**src/rtl/hrb_pkg.sv**
```systemverilog
`default_nettype none

package hrb_pkg;

    // Operation codes carried in the low bits of the input transaction
    localparam logic [1:0] OP_INSERT      = 2'd0;
    localparam logic [1:0] OP_READ_NEWEST = 2'd1;
    localparam logic [1:0] OP_READ_OLDEST = 2'd2;
    localparam logic [1:0] OP_CLEAR       = 2'd3;

    localparam int FIELD_W   = 32;
    localparam int POS_W     = 4;
    localparam int HELD_W    = 5;
    localparam int ENTRY_W   = 3 * FIELD_W;
    localparam int S_TDATA_W = 104;
    localparam int M_TDATA_W = 104;

    // One stored history entry
    typedef struct packed {
        logic signed [FIELD_W-1:0] item_index;
        logic signed [FIELD_W-1:0] source;
        logic signed [FIELD_W-1:0] flag;
    } entry_t;

endpackage

`default_nettype wire

```
**src/rtl/history_ring_buffer.sv**
```systemverilog
// Channel  Dir  Bits   Contents (lowest bit first)
// s_       in   104    op[1:0] flag_in[33:2] source_in[65:34] item_index_in[97:66]
//                      position[101:98], zero pad
// m_       out  104    found[0] flag_out[32:1] source_out[64:33] item_index_out[96:65]
//                      entries_held[101:97], zero pad
//
// One transaction per cycle while s_tready is high; its result appears in the cycle after acceptance.
// The result register sits behind the single storage port (one write or one read).
// Reset clears the write pointer, the entry count and the output valid; stored
// entries are not cleared and are never read before written.
// s_tready drops only while a result is held and m_tready is low.
`default_nettype none

module history_ring_buffer #(
    parameter int DEPTH = 16
) (
    input  wire logic                            aclk,
    input  wire logic                            aresetn,
    input  wire logic                            s_tvalid,
    output logic                                 s_tready,
    // op, flag_in, source_in, item_index_in, position
    input  wire logic [hrb_pkg::S_TDATA_W-1:0]   s_tdata,
    output logic                                 m_tvalid,
    input  wire logic                            m_tready,
    // found, flag_out, source_out, item_index_out, entries_held
    output logic [hrb_pkg::M_TDATA_W-1:0]        m_tdata
);

    localparam int AW = (DEPTH > 1) ? $clog2(DEPTH) : 1;

    logic                         accept;
    logic [1:0]                   op;
    logic [hrb_pkg::POS_W-1:0]    position;
    hrb_pkg::entry_t              wr_data, rd_data, out_data;
    logic                         wr_en, rd_en, found;
    logic [AW-1:0]                addr;
    logic [hrb_pkg::HELD_W-1:0]   entries_held;

    logic                         m_valid_reg;
    logic                         found_reg;
    logic [hrb_pkg::HELD_W-1:0]   held_reg;

    // Input field unpacking
    assign op                 = s_tdata[1:0];
    assign wr_data.flag       = s_tdata[33:2];
    assign wr_data.source     = s_tdata[65:34];
    assign wr_data.item_index = s_tdata[97:66];
    assign position           = s_tdata[101:98];

    assign s_tready = !m_valid_reg || m_tready;
    assign accept   = s_tvalid && s_tready;

    hrb_ctrl #(.DEPTH(DEPTH), .AW(AW)) u_ctrl (
        .aclk         (aclk),
        .aresetn      (aresetn),
        .accept       (accept),
        .op           (op),
        .position     (position),
        .wr_en        (wr_en),
        .rd_en        (rd_en),
        .addr         (addr),
        .found        (found),
        .entries_held (entries_held)
    );

    hrb_store #(.DEPTH(DEPTH), .AW(AW)) u_store (
        .aclk    (aclk),
        .wr_en   (wr_en),
        .rd_en   (rd_en),
        .addr    (addr),
        .wr_data (wr_data),
        .rd_data (rd_data)
    );

    // Result register; read data itself lives in the store's output register
    always_ff @(posedge aclk) begin
        if (!aresetn) begin
            m_valid_reg <= 1'b0;
        end else if (s_tready) begin
            m_valid_reg <= s_tvalid;
        end
    end

    always_ff @(posedge aclk) begin
        if (accept) begin
            found_reg <= found;
            held_reg  <= entries_held;
        end
    end

    // Data fields read as zero when nothing was found
    assign out_data = found_reg ? rd_data : '0;

    assign m_tvalid = m_valid_reg;
    assign m_tdata  = {2'b00, held_reg, out_data.item_index, out_data.source,
                       out_data.flag, found_reg};

endmodule

`default_nettype wire

```
**src/rtl/hrb_ctrl.sv**
```systemverilog
`default_nettype none

module hrb_ctrl #(
    parameter int DEPTH = 16,
    parameter int AW    = 4
) (
    input  wire logic                        aclk,
    input  wire logic                        aresetn,
    input  wire logic                        accept,
    input  wire logic [1:0]                  op,
    input  wire logic [hrb_pkg::POS_W-1:0]   position,
    output logic                             wr_en,
    output logic                             rd_en,
    output logic [AW-1:0]                    addr,
    output logic                             found,
    output logic [hrb_pkg::HELD_W-1:0]       entries_held
);

    localparam int CW    = $clog2(DEPTH + 1);
    localparam int BASEW = (CW > hrb_pkg::POS_W) ? CW : hrb_pkg::POS_W;
    localparam int SW    = BASEW + 1;

    logic [AW-1:0] wp_reg, wp_next;
    logic [CW-1:0] count_reg, count_next;

    logic [SW-1:0] wp_w, pos_w, cnt_w, depth_w, sum_w, addr_w;
    logic          is_read;
    logic [31:0]   count_ext;

    assign wp_w    = SW'(wp_reg);
    assign pos_w   = SW'(position);
    assign cnt_w   = SW'(count_reg);
    assign depth_w = SW'(DEPTH);
    assign sum_w   = wp_w + pos_w;

    assign is_read = (op == hrb_pkg::OP_READ_NEWEST) || (op == hrb_pkg::OP_READ_OLDEST);
    assign found   = is_read && (pos_w < cnt_w);
    assign wr_en   = accept && (op == hrb_pkg::OP_INSERT);
    assign rd_en   = accept && found;

    // Ring address of the requested entry, wrapped without a divider
    always_comb begin
        if (op == hrb_pkg::OP_READ_NEWEST) begin
            if (wp_w > pos_w) begin
                addr_w = wp_w - pos_w - SW'(1);
            end else begin
                addr_w = wp_w + depth_w - SW'(1) - pos_w;
            end
        end else begin
            if (sum_w >= cnt_w) begin
                addr_w = sum_w - cnt_w;
            end else begin
                addr_w = sum_w + depth_w - cnt_w;
            end
        end
    end

    // Insert address is the write pointer itself
    assign addr = (op == hrb_pkg::OP_INSERT) ? wp_reg : addr_w[AW-1:0];

    // Pointer and count update
    always_comb begin
        wp_next    = wp_reg;
        count_next = count_reg;
        case (op)
            hrb_pkg::OP_INSERT: begin
                wp_next = (wp_reg == AW'(DEPTH - 1)) ? '0 : wp_reg + AW'(1);
                if (count_reg != CW'(DEPTH)) begin
                    count_next = count_reg + CW'(1);
                end
            end
            hrb_pkg::OP_CLEAR: begin
                count_next = '0;
            end
            default: begin
            end
        endcase
    end

    always_ff @(posedge aclk) begin
        if (!aresetn) begin
            wp_reg    <= '0;
            count_reg <= '0;
        end else if (accept) begin
            wp_reg    <= wp_next;
            count_reg <= count_next;
        end
    end

    // Count after this operation, low bits only
    assign count_ext    = 32'(count_next);
    assign entries_held = count_ext[hrb_pkg::HELD_W-1:0];

endmodule

`default_nettype wire

```
**src/rtl/hrb_store.sv**
```systemverilog
`default_nettype none

module hrb_store #(
    parameter int DEPTH = 16,
    parameter int AW    = 4
) (
    input  wire logic            aclk,
    input  wire logic            wr_en,
    input  wire logic            rd_en,
    input  wire logic [AW-1:0]   addr,
    input  wire hrb_pkg::entry_t wr_data,
    output hrb_pkg::entry_t      rd_data
);

    hrb_pkg::entry_t mem [DEPTH];
    hrb_pkg::entry_t rd_data_reg;

    // Single port: one write or one registered read per cycle
    always_ff @(posedge aclk) begin
        if (wr_en) begin
            mem[addr] <= wr_data;
        end
        if (rd_en) begin
            rd_data_reg <= mem[addr];
        end
    end

    assign rd_data = rd_data_reg;

endmodule

`default_nettype wire

```
**config.mk**
```make
export PLATFORM = sky130hd
export DESIGN_NAME = history_ring_buffer
export DESIGN_NICKNAME = d
export VERILOG_FILES = /design/src/rtl/hrb_pkg.sv /design/src/rtl/history_ring_buffer.sv /design/src/rtl/hrb_ctrl.sv /design/src/rtl/hrb_store.sv
export SDC_FILE = /design/constraint.sdc
export NUM_CORES = 2
export LEC_CHECK = 0
export ABC_AREA = 0
export BUFFER_PORTS_ARGS = -buffer_cell sky130_fd_sc_hd__buf_2
export CORE_MARGIN = 2
export CORE_UTILIZATION = 33
export DETAILED_ROUTE_END_ITERATION = 8
export PLACE_DENSITY = 0.57
export RECOVER_POWER = 50
export REMOVE_ABC_BUFFERS = 1
export SLEW_MARGIN = 20
export SYNTH_ARGS = -nofsm -noshare
export SYNTH_HDL_FRONTEND = slang
export SYNTH_SLANG_ARGS = --single-unit
```
**constraint.sdc**
```tcl
create_clock -name aclk -period 26.1 [get_ports aclk]
set_clock_uncertainty 0.2 [all_clocks]
set_input_delay 5.22 -clock aclk [delete_from_list [all_inputs] [get_ports aclk]]
set_output_delay 5.22 -clock aclk [all_outputs]
set_load 0.05 [all_outputs]
```
### Word-level counts from Yosys, hierarchy flattened

Memories as Yosys holds them, arrays and structs flattened. A register that Yosys moved wholly into a read port is not among the register bits.
Cells that the tools add are included.

| word-level totals | value |
|---|---|
| flip-flop bits (word level) | 16 |
| latch bits | 0 |
| bits in writable memories | 1536 |
| memory bits (read-only) | 0 |
| bits of input ports | 108 |
| output and inout bits | 106 |
| memories | 1 |

Memory list:

| memory | depth | width | read ports | clocked after Yosys merged registers in | wr ports | line | text |
|---|---|---|---|---|---|---|---|
| u_store.mem | 16 | 96 | 1 | 1 | 1 | hrb_store.sv:15 | `hrb_pkg::entry_t mem [DEPTH];` |

| operators by class | value |
|---|---|
| add/subtract/negate cells | 11 |
| multiply operators | 0 |
| div/mod/pow operators | 0 |
| magnitude comparators | 3 |
| eq/ne operators | 5 |
| shift-type cells | 0 |
| muxes and demuxes | 10 |
| bitwise logic cells | 0 |
| reductions and logical operators | 9 |

Operators by type and width:

| kind | count |
|---|---|
| two-way mux 96 bit | 1 |
| two-way mux 4 bit | 5 |
| subtractor 4 bit | 4 |
| adder 4 x 1 -> 4 bit (second input constant) | 3 |
| case mux 5 bit (2 select lines) | 1 |
| subtractor 4 x 1 -> 4 bit (second input constant) | 2 |
| adder 4 x 4 -> 5 bit | 1 |
| adder 5 x 1 -> 5 bit (second input constant) | 1 |
| >= comparator 5 bit | 1 |
| < comparator 4 x 5 -> 1 bit | 1 |
| two-way mux 5 bit | 1 |
| inequality test 5 bit (second input constant) | 1 |
| == test 2 bit (second input constant) | 2 |
| == test 4 bit (second input constant) | 1 |
| > comparator 4 bit | 1 |
| logical AND 1 bit | 4 |
| == test 2 x 1 -> 1 bit (second input constant) | 1 |
| zero test 2 bit | 1 |
| logical OR 1 bit | 2 |
| two-way mux 1 bit | 2 |
| AND reduction 2 bit | 1 |
| zero test 1 bit | 1 |

### Depth between registers and ports, before layout

| depth | value |
|---|---|
| depth after elaboration | 6 |
| gate-level depth with buffers | 13 |
| mapped depth without buffers | 10 |

### By module

From an unflattened synthesis, not the netlist that was laid out.

| unflattened totals | value |
|---|---|
| cells, all modules | 2715 |
| area total of the unflattened synthesis | 62368.6 µm² |

Modules (own cells, without submodules):

| module | instances | cells an instance | area an instance (µm²) | sequential area each (µm²) |
|---|---|---|---|---|
| hrb_store | 1 | 2462 | 60331.6 | 49007.0 |
| hrb_ctrl | 1 | 132 | 1104.8 | 180.2 |
| history_ring_buffer | 1 | 121 | 932.1 | 200.2 |

### Worst setup path before layout

Ideal clock, no wire load.

| timing path | value |
|---|---|
| kind | input to register |
| start | input s_tdata[98] in the netlist's numbering |
| end | memory u_store.mem[10][0] in the netlist's numbering (enable) |
| arrival | 13.534 ns |
| data required time | 25.231 ns |
| setup slack | 11.697 ns |
| cell stages on the path | 8 |
| path buffers | 1 |
| cells stage by stage | ha_1 -> fa_1 -> inv_1 -> fa_1 -> xnor2_1 -> a221o_1 -> buf_4 -> nor3_1 |

| between the ends | value |
|---|---|
| cells in the longest elaborated chain, start to end | 6 |
| elaborated cells on any way between the ends | 13 |
| classes of those cells | add/sub: 7; order compare: 2; mux: 4 |

Ends and longest elaborated chain:

| element | line | text |
|---|---|---|
| start: declaration | history_ring_buffer.sv:22 | `input wire logic [hrb_pkg::S_TDATA_W-1:0] s_tdata,` |
| adder 4 x 4 -> 5 bit | hrb_ctrl.sv:34 | `assign sum_w = wp_w + pos_w;` |
| adder 4 x 1 -> 4 bit | hrb_ctrl.sv:53 | `addr_w = sum_w + depth_w - cnt_w;` |
| subtractor 4 bit | hrb_ctrl.sv:53 |  |
| two-way mux 4 bit | hrb_ctrl.sv:50 | `if (sum_w >= cnt_w) begin` |
| two-way mux 4 bit * | hrb_ctrl.sv:43 | `if (op == hrb_pkg::OP_READ_NEWEST) begin` |
| two-way mux 4 bit * | hrb_ctrl.sv:59 | `assign addr = (op == hrb_pkg::OP_INSERT) ? wp_reg : addr_w[AW-1:0];` |
| end: declaration | hrb_store.sv:15 |  |

Mark *: on every way between the ends. The rest lies on a longest branch, timed or not.

### Worst setup path after layout

| timing path | value |
|---|---|
| start | input m_tready |
| end | output s_tready |

| between the ends | value |
|---|---|
| cells in the longest elaborated chain, start to end | 1 |

Ends and longest elaborated chain:

| element | line | text |
|---|---|---|
| start: declaration | history_ring_buffer.sv:24 | `input wire logic m_tready,` |
| logical OR 1 bit | history_ring_buffer.sv:50 | `assign s_tready = !m_valid_reg \|\| m_tready;` |
| end: declaration | history_ring_buffer.sv:20 | `output logic s_tready,` |

No other way between the ends.

==> metrics.cfg <==
[cts]
post_cts_resized=0
cts-root-buf=clkbuf_16
cts_setup_buffers=0
cts_max_level=4
cts_tree=built
cts_buffers=161
clockBufferDepth=3
postCtsHoldBufs=0
clkLatencyLatePin_ns=0.80
clock_sinks=1648
clkTransAtPathRegs_ns=0.06

[logic_synthesis]
synth-xor-area-share=0.00131
yosysWarnings=0
synth_compound_area_frac=0.0565
syn_avg_cell_area_um2=16.1
yosysSeqAreaShare=0.772
synthSimpleGateAreaFrac=0.0724
synth-seq-cells=1648
synthMuxAreaShare=0.0756
yosysUniqueCellTypes=47
synthAdderAreaFrac=0.00426
netlist_area_mm2=0.0640
synth_top_family_by_area=multiplexers
synthCells=3967

[worst_setup_path]
r2r_cells=8
cp.arrival_ns=5.69
critPathRequiredTime_ns=20.68
r2r_slack_ns=19.25
end_kind=output pin
rr_endpoint=u_store.rd_data[40]
reg2reg_from=u_ctrl.count_reg[1]
critPathLaunchType=primary input
crit_type=in2out
worstPathMaxFanout=3

[timing]
drv_slew=147
relSlewSlack=-1.28
rsz0062_at_grt=no
finalSetupViolCount=0
tightest_slew_ns=3.43
hold_violations=0
fmax_mhz=90.0
min_period_ns=11.11
fin_crit_sh=0.425

[floorplan]
core_mm2=0.193
die_y_um=444
start_util=0.332
dieArea_mm2=0.197
die_x_um=444
io_pins=214
std_cell_rows=161

[global_routing]
grt_max_degree=147
grt_usage=0.170
grt_pass1_wl_um=243000
grt_overflow=0
grt_pass1_vias=34100
antenna_found_initial=41

[placed_design]
dp_cells=6539
port_buffers=209
gp_congestion=0.717
hpwl_um=83700

[cells_and_area]
syn2layout_area_growth_pct=13.9
fin_cells=6833
nFillCells=17900
final_layout_size_suffix_gt1_frac=0.0947
fin_util=0.379
layout.nets=4304
largest_register_ffs=1536
layout.area.seq_mm2=0.0494
multiInputGateArea_mm2=0.0136

[route]
wl_um=172000
ant_nets=0
wl_per_cell_um=25.1
drc=0
routed_via_density=5.16
dr.first_iter.drc_count=3233
dr.pass1.iters=6
num_vias=35300

[job]
maxCapViolations=4

[power]
finalPower_uw=5940
powerDensity_mw_per_mm2=81.4
p_leak_uw=0.0247
irDropWorstVdd_v=0.0000644

[status]
violations=capacitance limit, slew limit
status=finished with violations

[min_path]
min_to=m_tvalid
min_from=m_tvalid
hold_path_class=reg2reg
hold_depth=2

-- where the power goes --
| group | leakage [µW] | switching (µW) | internal [µW] |
|---|---|---|---|
| Sequential | 0.0148 | 9.78 | 2960 |
| Combinational | 0.00741 | 500 | 205 |
| Clock | 0.00246 | 997 | 1270 |
-- cells by family after synthesis --
kind of cell | Yosys count
AOI/OAI and AO/OA | 418
xor gates and xnor gates | 8
adders and majority gates | 20
buffers and inverters | 257
DFF | 1648
muxes | 483
other | 1
and+or+nand+nor | 1132
-- stage by stage --
| step | setup WS, ns | instance area [µm²] | hold slack (ns) | setup TNS (ns) |
|---|---|---|---|---|
| 3_3_place_gp | 15.00 | 67900 | 0.306 | 0 |
| 5_1_grt | 14.90 | 72900 | 0.380 | 0 |
| 6_report | 14.99 | 72900 | 0.331 | 0 |
| 2_1_floorplan | -1.18 | 62900 | 0.304 | -113.71 |
| 3_5_place_dp | 15.00 | 67900 | 0.322 | 0 |
| 4_1_cts | 15.00 | 73000 | 0.334 | 0 |
-- metal layers --
layer,routed length [µm],part of all wire,up-vias,track usage
li1,-,-,15700,-
met1,73000,0.42,18200,0.223
met2,84200,0.49,1073,0.287
met3,9860,0.057,294,0.0302
met4,4600,0.027,32,0.0521
met5,212,0.0012,-,0
-- layout by cell type (no fill, tap or decap), types with 6 or more instances in the layout --
cell type and instances:
edfxtp_1 1638, nand2_1 970, mux2i_1 483, a32oi_1 384
clkbuf_16 162, clkbuf_1 158, buf_2 88, and2_1 82
buf_4 61, clkinv_1 34, clkinv_2 20, inv_1 19
and2_0 18, ha_1 17, bufinv_16 12, a21oi_1 10
nor2_1 10, dfxtp_1 10, buf_12 9, diode_2 8
nor2_4 8, clkinvlp_4 8, xnor2_1 7, nor3_2 7
nor3b_1 6, inv_6 6
-- synthesized netlist by cell type (all sizes together) --
library cell,count,area share
xnor3,1,0.00035
o311ai,1,0.00014
nor3,13,0.0014
a311oi,1,0.00014
a311o,1,0.00016
o31ai,1,0.00033
fa,3,0.00094
or2,1,0.000098
a21o,4,0.00047
nor2,18,0.0012
dfxtp,10,0.0031
nor3b,6,0.00070
a211o,1,0.00014
clkbuf,133,0.0078
and2b,1,0.00012
edfxtp,1638,0.77
conb,1,0.000059
a221o,1,0.00016
nor2b,4,0.00039
buf,105,0.0091
a22o,1,0.00014
ha,17,0.0033
a221oi,1,0.00023
nand3,5,0.00039
inv,19,0.0011
a21boi,3,0.00035
nand2b,5,0.00049
xnor2,7,0.00096
a32oi,384,0.053
o21ai,5,0.00039
nand2,970,0.057
or3,2,0.00020
nor4bb,1,0.00016
and2,100,0.0098
o31a,1,0.00014
o21bai,1,0.00012
and3,5,0.00049
o21a,2,0.00023
nand4,1,0.000098
mux2i,483,0.076
a21oi,10,0.00078
-- critical path, cell delays in order --
cell	delay [ns]
buf_2	0.09
nand2b_1	0.15
buf_2	0.22
-- layout make-up --
cell class                      count  share of cell area
Clock buffer                      195              0.0573
Inverter                           19            0.000978
Timing Repair Buffer              283              0.0212
Antenna cell                        8            0.000275
Multi-Input combinational cell   2063               0.187
Clock inverter                     91              0.0126
Tap cell                         2526              0.0434
Sequential cell                  1648               0.678
-- how the worst max path moves through the flow --
stage	slack, ns	endpoint	cells after the start	start
after floorplan	-1.18	u_store.rd_data[0]	9	s_tdata[98]
after global placement	15.00	s_tready	3	m_tready
after detailed placement	15.00	s_tready	3	m_tready
after CTS	15.00	s_tready	3	m_tready
after global routing	14.90	u_store.rd_data[40]	8	s_tdata[99]
final	14.99	s_tready	3	m_tready
No activity file was read; power rests on OpenSTA's default activity.
